===== config.mk =====
export PLATFORM = sky130hd
export DESIGN_NAME = multi_reader_ring_buffer_flat
export DESIGN_NICKNAME = d
export VERILOG_FILES = /design/src/design/mrrb_pkg.sv /design/src/design/mrrb_req_if.sv /design/src/design/mrrb_rsp_if.sv /design/src/design/mrrb_ctrl.sv /design/src/design/mrrb_dp.sv /design/src/design/multi_reader_ring_buffer.sv /design/src/flat_wrapper.sv
export SDC_FILE = /design/constraint.sdc
export NUM_CORES = 2
export LEC_CHECK = 0
export BUFFER_PORTS_ARGS = -buffer_cell sky130_fd_sc_hd__buf_2
export CAP_MARGIN = 10
export CORE_ASPECT_RATIO = 0.6
export CORE_MARGIN = 2
export CORE_UTILIZATION = 56
export DETAILED_ROUTE_END_ITERATION = 10
export PLACE_DENSITY_LB_ADDON = 0.15
export SKIP_CTS_REPAIR_TIMING = 1
export SYNTH_ARGS = -nofsm -noshare
export SYNTH_HDL_FRONTEND = slang
export SYNTH_SLANG_ARGS = --single-unit

===== constraint.sdc =====
create_clock -name clock -period 9 [get_ports clock]
set_input_delay 1.8 -clock clock [delete_from_list [all_inputs] [get_ports clock]]
set_output_delay 1.8 -clock clock [all_outputs]
set_load 0.05 [all_outputs]

===== src/design/mrrb_pkg.sv =====
// ---------------------------------------------------------------------------
// mrrb_pkg
// Shared constants, types and helpers of the multi-reader ring buffer.
// ---------------------------------------------------------------------------
package mrrb_pkg;

   localparam int DEPTH         = 16;
   localparam int CHANNELS      = 12;
   localparam int PAYLOAD_WIDTH = 32;

   localparam int IDX_W      = $clog2(DEPTH);
   localparam int MASK_W     = CHANNELS + 1;      // readers plus acquisition reader
   localparam int WORD_W     = 32;
   localparam int INTERVAL_W = 10;
   localparam int READER_W   = 4;
   localparam int TELEM_IDX_W = 4;

   localparam logic [INTERVAL_W-1:0] INTERVAL_RESET = INTERVAL_W'(100);

   // remainder unit: one dividend bit per cycle
   localparam int DIV_STEPS = WORD_W;
   localparam int CNT_W     = $clog2(DIV_STEPS);

   localparam logic REQ_ENQUEUE = 1'b0;
   localparam logic REQ_DEQUEUE = 1'b1;

   typedef logic [IDX_W-1:0]         index_type;
   typedef logic [MASK_W-1:0]        mask_type;
   typedef logic [PAYLOAD_WIDTH-1:0] payload_type;

   localparam mask_type ALL_MASK  = '1;
   localparam mask_type CHAN_MASK = ALL_MASK >> 1;

   typedef struct packed {
      logic                  req_type;
      logic [WORD_W-1:0]     payload;
      logic [WORD_W-1:0]     seq_number;
      logic [READER_W-1:0]   reader;
      logic                  acq_active;
   } req_item_type;

   typedef struct packed {
      logic                     granted;
      logic [WORD_W-1:0]        out_payload;
      logic [WORD_W-1:0]        out_seq;
      logic [WORD_W-1:0]        out_measure;
      logic                     dropped;
      logic                     telem_valid;
      logic [WORD_W-1:0]        telem_tick;
      logic [WORD_W-1:0]        telem_seq;
      logic [TELEM_IDX_W-1:0]   telem_head;
      logic [TELEM_IDX_W-1:0]   telem_tail;
      logic [WORD_W-1:0]        overflow_count;
   } rsp_item_type;

   typedef enum logic [1:0] {
      ST_IDLE,
      ST_DIVIDE,
      ST_COMMIT
   } state_type;

   // controller -> datapath
   typedef struct packed {
      logic capture;
      logic div_step;
      logic commit;
   } cmd_type;

   // datapath -> controller
   typedef struct packed {
      logic need_div;
   } status_type;

   function automatic index_type ring_next(input index_type idx);
      return (idx == index_type'(DEPTH - 1)) ? '0 : idx + index_type'(1);
   endfunction

endpackage


===== src/design/mrrb_req_if.sv =====
// ---------------------------------------------------------------------------
// mrrb_req_if
// Request channel: enqueue or dequeue items with valid/ready handshake.
// ---------------------------------------------------------------------------
interface mrrb_req_if;
   logic                                   valid;
   logic                                   ready;
   logic                                   req_type;
   logic [mrrb_pkg::WORD_W-1:0]            payload;
   logic [mrrb_pkg::WORD_W-1:0]            seq_number;
   logic [mrrb_pkg::READER_W-1:0]          reader;
   logic                                   acq_active;

   modport source (
      output valid, req_type, payload, seq_number, reader, acq_active,
      input  ready
   );

   modport sink (
      input  valid, req_type, payload, seq_number, reader, acq_active,
      output ready
   );
endinterface


===== src/design/mrrb_rsp_if.sv =====
// ---------------------------------------------------------------------------
// mrrb_rsp_if
// Response channel: one result per request, valid/ready handshake.
// ---------------------------------------------------------------------------
interface mrrb_rsp_if;
   logic                                   valid;
   logic                                   ready;
   logic                                   granted;
   logic [mrrb_pkg::WORD_W-1:0]            out_payload;
   logic [mrrb_pkg::WORD_W-1:0]            out_seq;
   logic [mrrb_pkg::WORD_W-1:0]            out_measure;
   logic                                   dropped;
   logic                                   telem_valid;
   logic [mrrb_pkg::WORD_W-1:0]            telem_tick;
   logic [mrrb_pkg::WORD_W-1:0]            telem_seq;
   logic [mrrb_pkg::TELEM_IDX_W-1:0]       telem_head;
   logic [mrrb_pkg::TELEM_IDX_W-1:0]       telem_tail;
   logic [mrrb_pkg::WORD_W-1:0]            overflow_count;

   modport source (
      output valid, granted, out_payload, out_seq, out_measure, dropped,
             telem_valid, telem_tick, telem_seq, telem_head, telem_tail,
             overflow_count,
      input  ready
   );

   modport sink (
      input  valid, granted, out_payload, out_seq, out_measure, dropped,
             telem_valid, telem_tick, telem_seq, telem_head, telem_tail,
             overflow_count,
      output ready
   );
endinterface


===== src/design/mrrb_ctrl.sv =====
// ---------------------------------------------------------------------------
// mrrb_ctrl
// Sequencer: takes a request, runs the remainder steps if an enqueue needs them, commits the result.
// ---------------------------------------------------------------------------
module mrrb_ctrl (
   input  logic                   clock,
   input  logic                   reset,
   input  logic                   req_valid,
   output logic                   req_ready,
   output logic                   rsp_valid,
   input  logic                   rsp_ready,
   input  mrrb_pkg::status_type   status,
   output mrrb_pkg::cmd_type      cmd
);

   localparam logic [mrrb_pkg::CNT_W-1:0] LAST_STEP = mrrb_pkg::CNT_W'(mrrb_pkg::DIV_STEPS - 1);

   mrrb_pkg::state_type            state_ff, state_in;
   logic [mrrb_pkg::CNT_W-1:0]     cnt_ff, cnt_in;
   logic                           rsp_valid_ff, rsp_valid_in;

   always_ff @(posedge clock) begin
      if (reset) begin
         state_ff     <= mrrb_pkg::ST_IDLE;
         cnt_ff       <= '0;
         rsp_valid_ff <= 1'b0;
      end else begin
         state_ff     <= state_in;
         cnt_ff       <= cnt_in;
         rsp_valid_ff <= rsp_valid_in;
      end
   end

   always_comb begin
      state_in     = state_ff;
      cnt_in       = cnt_ff;
      cmd          = '0;
      req_ready    = 1'b0;
      rsp_valid_in = rsp_valid_ff && !rsp_ready;
      case (state_ff)
         mrrb_pkg::ST_IDLE: begin
            req_ready = 1'b1;
            if (req_valid) begin
               cmd.capture = 1'b1;
               cnt_in      = '0;
               state_in    = mrrb_pkg::ST_DIVIDE;
            end
         end
         mrrb_pkg::ST_DIVIDE: begin
            if (!status.need_div) begin
               state_in = mrrb_pkg::ST_COMMIT;
            end else begin
               cmd.div_step = 1'b1;
               if (cnt_ff == LAST_STEP) begin
                  cnt_in   = '0;
                  state_in = mrrb_pkg::ST_COMMIT;
               end else begin
                  cnt_in = cnt_ff + 1'b1;
               end
            end
         end
         mrrb_pkg::ST_COMMIT: begin
            // wait until the output register is free or being drained
            if (!rsp_valid_ff || rsp_ready) begin
               cmd.commit   = 1'b1;
               rsp_valid_in = 1'b1;
               state_in     = mrrb_pkg::ST_IDLE;
            end
         end
         default: begin
            state_in = mrrb_pkg::ST_IDLE;
         end
      endcase
   end

   assign rsp_valid = rsp_valid_ff;

endmodule


===== src/design/mrrb_dp.sv =====
// ---------------------------------------------------------------------------
// mrrb_dp
// Slot storage, ring pointers, counters, remainder unit and result register.
// ---------------------------------------------------------------------------
module mrrb_dp (
   input  logic                                 clock,
   input  logic                                 reset,
   input  logic                                 csr_write_en,
   input  logic [mrrb_pkg::INTERVAL_W-1:0]      csr_write_data,
   input  mrrb_pkg::req_item_type               req_data,
   input  mrrb_pkg::cmd_type                    cmd,
   output mrrb_pkg::status_type                 status,
   output mrrb_pkg::rsp_item_type               rsp_data
);

   logic [mrrb_pkg::INTERVAL_W-1:0]   interval_ff, interval_in;
   mrrb_pkg::req_item_type            item_ff;

   // remainder unit
   logic [mrrb_pkg::WORD_W-1:0]       dvd_ff, dvd_in;
   logic [mrrb_pkg::INTERVAL_W-1:0]   rem_ff, rem_in;
   logic [mrrb_pkg::INTERVAL_W:0]     rem_trial;

   // slot storage
   mrrb_pkg::payload_type             slot_payload_ff [mrrb_pkg::DEPTH];
   logic [mrrb_pkg::WORD_W-1:0]       slot_seq_ff     [mrrb_pkg::DEPTH];
   logic [mrrb_pkg::WORD_W-1:0]       slot_measure_ff [mrrb_pkg::DEPTH];
   mrrb_pkg::mask_type                slot_unread_ff  [mrrb_pkg::DEPTH];
   mrrb_pkg::mask_type                slot_read_ff    [mrrb_pkg::DEPTH];

   mrrb_pkg::index_type               head_ff, head_in, tail_ff, tail_in;
   logic [mrrb_pkg::WORD_W-1:0]       tick_ff, tick_in;
   logic [mrrb_pkg::WORD_W-1:0]       ovf_ff, ovf_in;
   logic [mrrb_pkg::WORD_W-1:0]       next_seq_ff, next_seq_in;
   mrrb_pkg::rsp_item_type            rsp_ff, rsp_in;

   // slot write controls
   logic                              data_wr;
   logic                              measure_wr;
   mrrb_pkg::index_type               measure_idx;
   logic [mrrb_pkg::WORD_W-1:0]       slot_measure_in;
   logic                              mask_wr;
   mrrb_pkg::index_type               mask_idx;
   mrrb_pkg::mask_type                slot_unread_in, slot_read_in;

   // commit helpers
   mrrb_pkg::index_type               head_next, tail_next;
   logic                              full, is_tick, grant, done;
   mrrb_pkg::mask_type                rd_bit, take, read_new, unread_new, need;
   logic [mrrb_pkg::WORD_W-1:0]       tail_measure, mark;

   assign status.need_div = (item_ff.req_type == mrrb_pkg::REQ_ENQUEUE) && (interval_ff != '0);

   // ---- remainder of seq_number by the interval, restoring, MSB first ----
   always_comb begin
      dvd_in    = dvd_ff;
      rem_in    = rem_ff;
      rem_trial = {rem_ff, dvd_ff[mrrb_pkg::WORD_W-1]};
      if (cmd.capture) begin
         dvd_in = req_data.seq_number;
         rem_in = '0;
      end else if (cmd.div_step) begin
         dvd_in = dvd_ff << 1;
         if (rem_trial >= {1'b0, interval_ff}) begin
            rem_in = mrrb_pkg::INTERVAL_W'(rem_trial - {1'b0, interval_ff});
         end else begin
            rem_in = rem_trial[mrrb_pkg::INTERVAL_W-1:0];
         end
      end
   end

   assign interval_in = csr_write_en ? csr_write_data : interval_ff;

   // ---- commit of one request ----
   always_comb begin
      head_next    = mrrb_pkg::ring_next(head_ff);
      tail_next    = mrrb_pkg::ring_next(tail_ff);
      full         = (head_next == tail_ff);
      is_tick      = status.need_div && (rem_ff == '0);
      mark         = tick_ff + 1'b1;
      tail_measure = slot_measure_ff[tail_ff];

      rd_bit = (32'(item_ff.reader) <= 32'(mrrb_pkg::CHANNELS))
               ? (mrrb_pkg::mask_type'(1) << item_ff.reader) : '0;
      grant      = |(slot_unread_ff[tail_ff] & rd_bit);
      take       = grant ? rd_bit : '0;
      read_new   = slot_read_ff[tail_ff] | take;
      unread_new = slot_unread_ff[tail_ff] & ~take;
      need       = item_ff.acq_active ? mrrb_pkg::ALL_MASK : mrrb_pkg::CHAN_MASK;
      done       = ((read_new & need) == need);

      head_in         = head_ff;
      tail_in         = tail_ff;
      tick_in         = tick_ff;
      ovf_in          = ovf_ff;
      next_seq_in     = next_seq_ff;
      rsp_in          = rsp_ff;
      data_wr         = 1'b0;
      measure_wr      = 1'b0;
      measure_idx     = head_ff;
      slot_measure_in = '0;
      mask_wr         = 1'b0;
      mask_idx        = head_ff;
      slot_unread_in  = '0;
      slot_read_in    = '0;

      if (cmd.commit) begin
         rsp_in = '0;
         if (item_ff.req_type == mrrb_pkg::REQ_ENQUEUE) begin
            if (full) begin
               ovf_in         = ovf_ff + 1'b1;
               rsp_in.dropped = 1'b1;
            end else begin
               data_wr         = 1'b1;
               measure_wr      = 1'b1;
               measure_idx     = head_ff;
               // a wrapped mark of zero reads as no measurement
               slot_measure_in = is_tick ? mark : '0;
               if (is_tick) begin
                  tick_in = mark;
               end
               mask_wr        = 1'b1;
               mask_idx       = head_ff;
               slot_unread_in = mrrb_pkg::ALL_MASK;
               slot_read_in   = '0;
               head_in        = head_next;
            end
            next_seq_in = item_ff.seq_number + 1'b1;
         end else begin
            if (grant) begin
               rsp_in.granted     = 1'b1;
               rsp_in.out_payload = mrrb_pkg::WORD_W'(slot_payload_ff[tail_ff]);
               rsp_in.out_seq     = slot_seq_ff[tail_ff];
               rsp_in.out_measure = tail_measure;
            end
            mask_wr  = 1'b1;
            mask_idx = tail_ff;
            if (done) begin
               slot_unread_in = '0;
               slot_read_in   = '0;
               if (tail_measure != '0) begin
                  rsp_in.telem_valid = 1'b1;
                  rsp_in.telem_tick  = tail_measure;
                  rsp_in.telem_seq   = next_seq_ff;
                  rsp_in.telem_head  = mrrb_pkg::TELEM_IDX_W'(head_ff);
                  rsp_in.telem_tail  = mrrb_pkg::TELEM_IDX_W'(tail_ff);
                  measure_wr         = 1'b1;
                  measure_idx        = tail_ff;
                  slot_measure_in    = '0;
               end
               // tail never steps onto the head slot
               if (tail_next != head_ff) begin
                  tail_in = tail_next;
               end
            end else begin
               slot_unread_in = unread_new;
               slot_read_in   = read_new;
            end
         end
         rsp_in.overflow_count = ovf_in;
      end
   end

   // ---- registers ----
   always_ff @(posedge clock) begin
      if (reset) begin
         interval_ff <= mrrb_pkg::INTERVAL_RESET;
         head_ff     <= '0;
         tail_ff     <= '0;
         tick_ff     <= '0;
         ovf_ff      <= '0;
         next_seq_ff <= '0;
         for (int i = 0; i < mrrb_pkg::DEPTH; i++) begin
            slot_unread_ff[i] <= '0;
            slot_read_ff[i]   <= '0;
         end
      end else begin
         interval_ff <= interval_in;
         head_ff     <= head_in;
         tail_ff     <= tail_in;
         tick_ff     <= tick_in;
         ovf_ff      <= ovf_in;
         next_seq_ff <= next_seq_in;
         if (mask_wr) begin
            slot_unread_ff[mask_idx] <= slot_unread_in;
            slot_read_ff[mask_idx]   <= slot_read_in;
         end
      end
   end

   // payload side: no reset, only read once the masks say the slot was written
   always_ff @(posedge clock) begin
      if (cmd.capture) begin
         item_ff <= req_data;
      end
      dvd_ff <= dvd_in;
      rem_ff <= rem_in;
      rsp_ff <= rsp_in;
      if (data_wr) begin
         slot_payload_ff[head_ff] <= mrrb_pkg::payload_type'(item_ff.payload);
         slot_seq_ff[head_ff]     <= item_ff.seq_number;
      end
      if (measure_wr) begin
         slot_measure_ff[measure_idx] <= slot_measure_in;
      end
   end

   assign rsp_data = rsp_ff;

endmodule


===== src/design/multi_reader_ring_buffer.sv =====
// ---------------------------------------------------------------------------
// multi_reader_ring_buffer
// Broadcast ring of packet slots, taken once by each reader before it frees.
// ---------------------------------------------------------------------------
//  port      direction  handshake      carries
//  req_if    in         valid/ready    req_type, payload, seq_number, reader, acq_active
//  rsp_if    out        valid/ready    grant, slot data, drop flag, telemetry, overflows
//  csr_*     in         write enable   measure_interval (10 bits)
//
//  Enqueue with a nonzero interval: accept, 32 remainder steps of the
//  bit-serial modulo unit, commit. Dequeue, or interval zero: accept, divide state with no step, commit.
//  One request is in flight at a time; a new one is accepted while the last
//  result waits in the output register, and commit waits for that register.
//  Synchronous reset; no clearing pass, every slot mask is cleared by reset itself.
// ---------------------------------------------------------------------------
module multi_reader_ring_buffer (
   input  logic                              clock,
   input  logic                              reset,
   input  logic                              csr_write_en,
   input  logic [mrrb_pkg::INTERVAL_W-1:0]   csr_write_data,
   mrrb_req_if.sink                          req_if,
   mrrb_rsp_if.source                        rsp_if
);

   mrrb_pkg::cmd_type         cmd;
   mrrb_pkg::status_type      status;
   mrrb_pkg::req_item_type    req_data;
   mrrb_pkg::rsp_item_type    rsp_data;

   assign req_data.req_type   = req_if.req_type;
   assign req_data.payload    = req_if.payload;
   assign req_data.seq_number = req_if.seq_number;
   assign req_data.reader     = req_if.reader;
   assign req_data.acq_active = req_if.acq_active;

   mrrb_ctrl u_ctrl (
      .clock     (clock),
      .reset     (reset),
      .req_valid (req_if.valid),
      .req_ready (req_if.ready),
      .rsp_valid (rsp_if.valid),
      .rsp_ready (rsp_if.ready),
      .status    (status),
      .cmd       (cmd)
   );

   mrrb_dp u_dp (
      .clock          (clock),
      .reset          (reset),
      .csr_write_en   (csr_write_en),
      .csr_write_data (csr_write_data),
      .req_data       (req_data),
      .cmd            (cmd),
      .status         (status),
      .rsp_data       (rsp_data)
   );

   assign rsp_if.granted        = rsp_data.granted;
   assign rsp_if.out_payload    = rsp_data.out_payload;
   assign rsp_if.out_seq        = rsp_data.out_seq;
   assign rsp_if.out_measure    = rsp_data.out_measure;
   assign rsp_if.dropped        = rsp_data.dropped;
   assign rsp_if.telem_valid    = rsp_data.telem_valid;
   assign rsp_if.telem_tick     = rsp_data.telem_tick;
   assign rsp_if.telem_seq      = rsp_data.telem_seq;
   assign rsp_if.telem_head     = rsp_data.telem_head;
   assign rsp_if.telem_tail     = rsp_data.telem_tail;
   assign rsp_if.overflow_count = rsp_data.overflow_count;

endmodule


===== src/flat_wrapper.sv =====
// flat-port wrapper written by rule: the top's interface ports become plain ports
module multi_reader_ring_buffer_flat 
  (clock, reset, csr_write_en, csr_write_data, req_if_valid, req_if_req_type, req_if_payload, req_if_seq_number, req_if_reader, req_if_acq_active, req_if_ready, rsp_if_valid, rsp_if_granted, rsp_if_out_payload, rsp_if_out_seq, rsp_if_out_measure, rsp_if_dropped, rsp_if_telem_valid, rsp_if_telem_tick, rsp_if_telem_seq, rsp_if_telem_head, rsp_if_telem_tail, rsp_if_overflow_count, rsp_if_ready);
  mrrb_req_if req_if_i ();
  mrrb_rsp_if rsp_if_i ();
  input  logic clock;
  input  logic reset;
  input  logic csr_write_en;
  input  logic [mrrb_pkg::INTERVAL_W-1:0] csr_write_data;
  input wire logic [$bits(req_if_i.valid)-1:0] req_if_valid;
  input wire logic [$bits(req_if_i.req_type)-1:0] req_if_req_type;
  input wire logic [$bits(req_if_i.payload)-1:0] req_if_payload;
  input wire logic [$bits(req_if_i.seq_number)-1:0] req_if_seq_number;
  input wire logic [$bits(req_if_i.reader)-1:0] req_if_reader;
  input wire logic [$bits(req_if_i.acq_active)-1:0] req_if_acq_active;
  output wire logic [$bits(req_if_i.ready)-1:0] req_if_ready;
  output wire logic [$bits(rsp_if_i.valid)-1:0] rsp_if_valid;
  output wire logic [$bits(rsp_if_i.granted)-1:0] rsp_if_granted;
  output wire logic [$bits(rsp_if_i.out_payload)-1:0] rsp_if_out_payload;
  output wire logic [$bits(rsp_if_i.out_seq)-1:0] rsp_if_out_seq;
  output wire logic [$bits(rsp_if_i.out_measure)-1:0] rsp_if_out_measure;
  output wire logic [$bits(rsp_if_i.dropped)-1:0] rsp_if_dropped;
  output wire logic [$bits(rsp_if_i.telem_valid)-1:0] rsp_if_telem_valid;
  output wire logic [$bits(rsp_if_i.telem_tick)-1:0] rsp_if_telem_tick;
  output wire logic [$bits(rsp_if_i.telem_seq)-1:0] rsp_if_telem_seq;
  output wire logic [$bits(rsp_if_i.telem_head)-1:0] rsp_if_telem_head;
  output wire logic [$bits(rsp_if_i.telem_tail)-1:0] rsp_if_telem_tail;
  output wire logic [$bits(rsp_if_i.overflow_count)-1:0] rsp_if_overflow_count;
  input wire logic [$bits(rsp_if_i.ready)-1:0] rsp_if_ready;
  assign req_if_i.valid = req_if_valid;
  assign req_if_i.req_type = req_if_req_type;
  assign req_if_i.payload = req_if_payload;
  assign req_if_i.seq_number = req_if_seq_number;
  assign req_if_i.reader = req_if_reader;
  assign req_if_i.acq_active = req_if_acq_active;
  assign req_if_ready = req_if_i.ready;
  assign rsp_if_valid = rsp_if_i.valid;
  assign rsp_if_granted = rsp_if_i.granted;
  assign rsp_if_out_payload = rsp_if_i.out_payload;
  assign rsp_if_out_seq = rsp_if_i.out_seq;
  assign rsp_if_out_measure = rsp_if_i.out_measure;
  assign rsp_if_dropped = rsp_if_i.dropped;
  assign rsp_if_telem_valid = rsp_if_i.telem_valid;
  assign rsp_if_telem_tick = rsp_if_i.telem_tick;
  assign rsp_if_telem_seq = rsp_if_i.telem_seq;
  assign rsp_if_telem_head = rsp_if_i.telem_head;
  assign rsp_if_telem_tail = rsp_if_i.telem_tail;
  assign rsp_if_overflow_count = rsp_if_i.overflow_count;
  assign rsp_if_i.ready = rsp_if_ready;
  multi_reader_ring_buffer u_core (.clock(clock), .reset(reset), .csr_write_en(csr_write_en), .csr_write_data(csr_write_data), .req_if(req_if_i), .rsp_if(rsp_if_i));
endmodule

==> metrics.txt <==
status completed; post-DP HPWL 131000 um; fin crit period 6.34 ns; Synth Warn # 0; Area contributors post-synth edfxtp_1, mux4_2, dfxtp_1, nor2_1, nand2_1; setup TNS 0 ns; routed wire length 230000 um; final setup violation count 0; WP data required 9.49 ns; post-synthesis cell type count 71; Rows 116; multi-input logic area 23000 um^2; WL per Instance 29.2 um; DRT iter0 DRCs 6672; DRC violations left 0; RSZ-0062 raised after global routing no; WP data arrival 6.83 ns; CTS max path bufs 4; routed vias/inst 6.28; FF/Latch Area 70500 um^2; initial core utilization 56.6%; largest net degree at the start of global routing 112; I/O Buffers 289; met2 WL 102000 um; Seq cells post-synth 2393; Int Pwr 17400 uW; Post-Syn Nets 5237; Hold Vio Cnt, Final 0; Clock Latency Late Sink 0.86 ns; CP endpoint kind flop; power share of the clock group 40.8%; Synth Instances 5131; vias in the first global route 48038; Worst VDD drop 0.000183 V; Worst-path clk slew 0.07 ns; Syn Area/Cell 18.5 um^2; layout cell share with drive strength beyond 1 24.4%; Top Ports 290; chip width 535 um; number of antenna violations at the first check in global routing 11; crit path max fanout 111; first-pass GRT wire length 335000 um; final worst path period share 70.5%; GPL Wtd Cong 0.906; met3 WL 22100 um; CTS tree built; critical path startpoint category input pin; Synth Cell Area 94700 um^2; switching power 4460 uW; area fraction of the dominant cell type after synthesis 71.6%; Area Overhead vs Synth 11.9%; sequential area share after synthesis 74.4%; PwrDens 206 nW/um^2; Total Routing Usage GR 26.8%; antenna-violating nets left 0; Lkg Pwr 0.0332 uW; maxcap violations 0; slew at the pin closest to its max-slew limit 1.25 ns; Reg power frac 57.0%; Sw Ratio 20.4%; reg2reg setup slack 2.91 ns; skew final 0.0399 ns; clk sinks 2393; Slew Limit Headroom 16.1%; Overflow after GRT 0; DR top layer met5; Synth async-reset ratio 0%; non-filler cells, final 7874; EDFF count, synth 2257; Logic pwr share 2.2%; clk root buf clkbuf_16; vias 49433; FILL cells 11460; Synth area leader edfxtp_1; Die Y-Extent 323 um; Core Area 167000 um^2; critical path type in -> reg; final net count 5567; depth of the CTS H-tree 4; Top FF cell, synth edfxtp_1; Num CTS Buffers 214; Metal-1 WL 101000 um; FMAX 0.158 GHz; Max Transition Viols Final 0; Die Area 173000 um^2; Pre-antenna DRT Iters 6; Placed Cells 7473; Hold Crit Class reg -> reg
## placed cells by master, fill, tap and decap left out, types with 33 or more instances in the layout
master	synthesis	final
a211oi_1	48	47
a21oi_1	62	62
and2_1	45	45
and3_1	36	36
buf_2	48	288
buf_4	13	107
clkbuf_1	199	60
clkbuf_16	0	215
clkinv_2	0	33
dfxtp_1	136	132
edfxtp_1	2257	2257
inv_1	67	66
mux2i_1	47	47
mux4_2	587	587
nand2_1	265	264
nand3_1	58	58
nor2_1	671	641
nor2b_1	78	78
nor3_1	69	63
o21ai_0	52	52
xnor2_1	60	60
xor2_1	83	83
## state kept, by name, summed over array words and instances, names as in the netlist, 4 cells and up, named ones only
register and cells:
u_core.u_dp.rsp_data 203, u_core.u_dp.slot_seq_ff 512, u_core.u_dp.head_ff 4, u_core.u_dp.slot_unread_ff 208, u_core.u_dp.dvd_ff 32, u_core.u_dp.slot_measure_ff 512
u_core.u_dp.rem_ff 10, u_core.u_dp.slot_read_ff 208, u_core.u_dp.tick_ff 32, u_core.u_dp.ovf_ff 32, u_core.u_ctrl.cnt_ff 5, u_core.u_dp.interval_ff 10
u_core.u_dp.next_seq_ff 32, u_core.u_dp.item_ff 70, u_core.u_dp.tail_ff 4, u_core.u_dp.slot_payload_ff 512
## per-layer routing
metal	GRT usage [%]	vias to the layer above
met4	6.08	4
li1	-	20778
met1	42.9	25756
met3	4.90	315
met2	38.7	2580
met5	0	-
## metrics by stage
step | util, % | instance area (um^2) | hold WS [ns] | total power, uW | setup slack [ns]
global route | 63.3 | 106000 | 0.514 | 22400 | 2.46
finish | 63.3 | 106000 | 0.475 | 21800 | 2.66
global placement | 59.1 | 98900 | 0.442 | 13100 | 2.01
floorplan | - | 94700 | 0.436 | 12900 | 0.193
CTS | 63.1 | 106000 | 0.479 | 21900 | 2.65
detailed placement | 59.1 | 99000 | 0.471 | 13100 | 1.76
## logic make-up after synthesis
logic type | Yosys count | share of synthesized area (%)
xor gates and xnor gates | 143 | 1.32
buffers and inverters | 370 | 1.64
adders and majority gates | 21 | 0.285
AOI/OAI and AO/OA | 240 | 1.60
and+or+nand+nor | 1322 | 6.16
muxes | 642 | 14.6
DFF | 2393 | 74.4
## final timing paths
| path | startpoint | endpoint | depth (start not counted) |
|---|---|---|---|
| worst max-delay path | rsp_if_ready | u_core.u_dp.slot_measure_ff[7][27] | 9 |
| worst min-delay path | u_core.u_ctrl.cnt_ff[4] | u_core.u_ctrl.cnt_ff[4] | 2 |
| worst max register to register | flop | u_core.u_dp.slot_measure_ff[7][27] | 11 |
| worst min register to register | u_core.u_ctrl.cnt_ff[4] | u_core.u_ctrl.cnt_ff[4] | 2 |
## critical path, cell delays in order
cell,delay (ns)
buf_2,0.07
nand2b_1,0.29
nand2b_1,0.57
inv_8,0.94
nand2_1,0.64
nor3_2,0.71
a22oi_1,0.44
nor2_4,0.73
buf_4,0.48
## power groups by stage
stage	sequential, uW	combinational [uW]	clock (uW)
floorplan	12700	230	0
global placement	12700	457	0
detailed placement	12700	466	0
CTS	12400	468	9030
global route	12500	513	9470
finish	12400	481	8910
## synth_stat cells (9+ instances only)
cell type	count
nor2_1	671
a22oi_1	11
nand2b_1	10
mux4_2	587
xnor2_1	60
or3_1	28
mux2i_1	47
o21ai_0	52
o21ai_1	15
xor2_1	83
dfxtp_1	136
a211oi_1	48
nand2_1	265
nand3_1	58
edfxtp_1	2257
nor2b_1	78
a21oi_1	62
ha_1	20
nor4_1	15
nand4_1	17
and3_1	36
buf_1	30
buf_2	48
buf_4	13
nor3_1	69
and2_1	45
or2_2	9
inv_1	67
clkbuf_1	199
## area by class of cell
type | instances | area share, %
diodes | 3 | 0.00709
clock buffers | 289 | 5.47
clock inverters | 95 | 0.837
inverters | 71 | 0.261
multi-input cells | 2368 | 21.7
flip-flops and latches | 2393 | 66.6
well taps | 2242 | 2.65
repair buffers | 413 | 2.51
No activity file was read; power rests on OpenSTA's default activity.
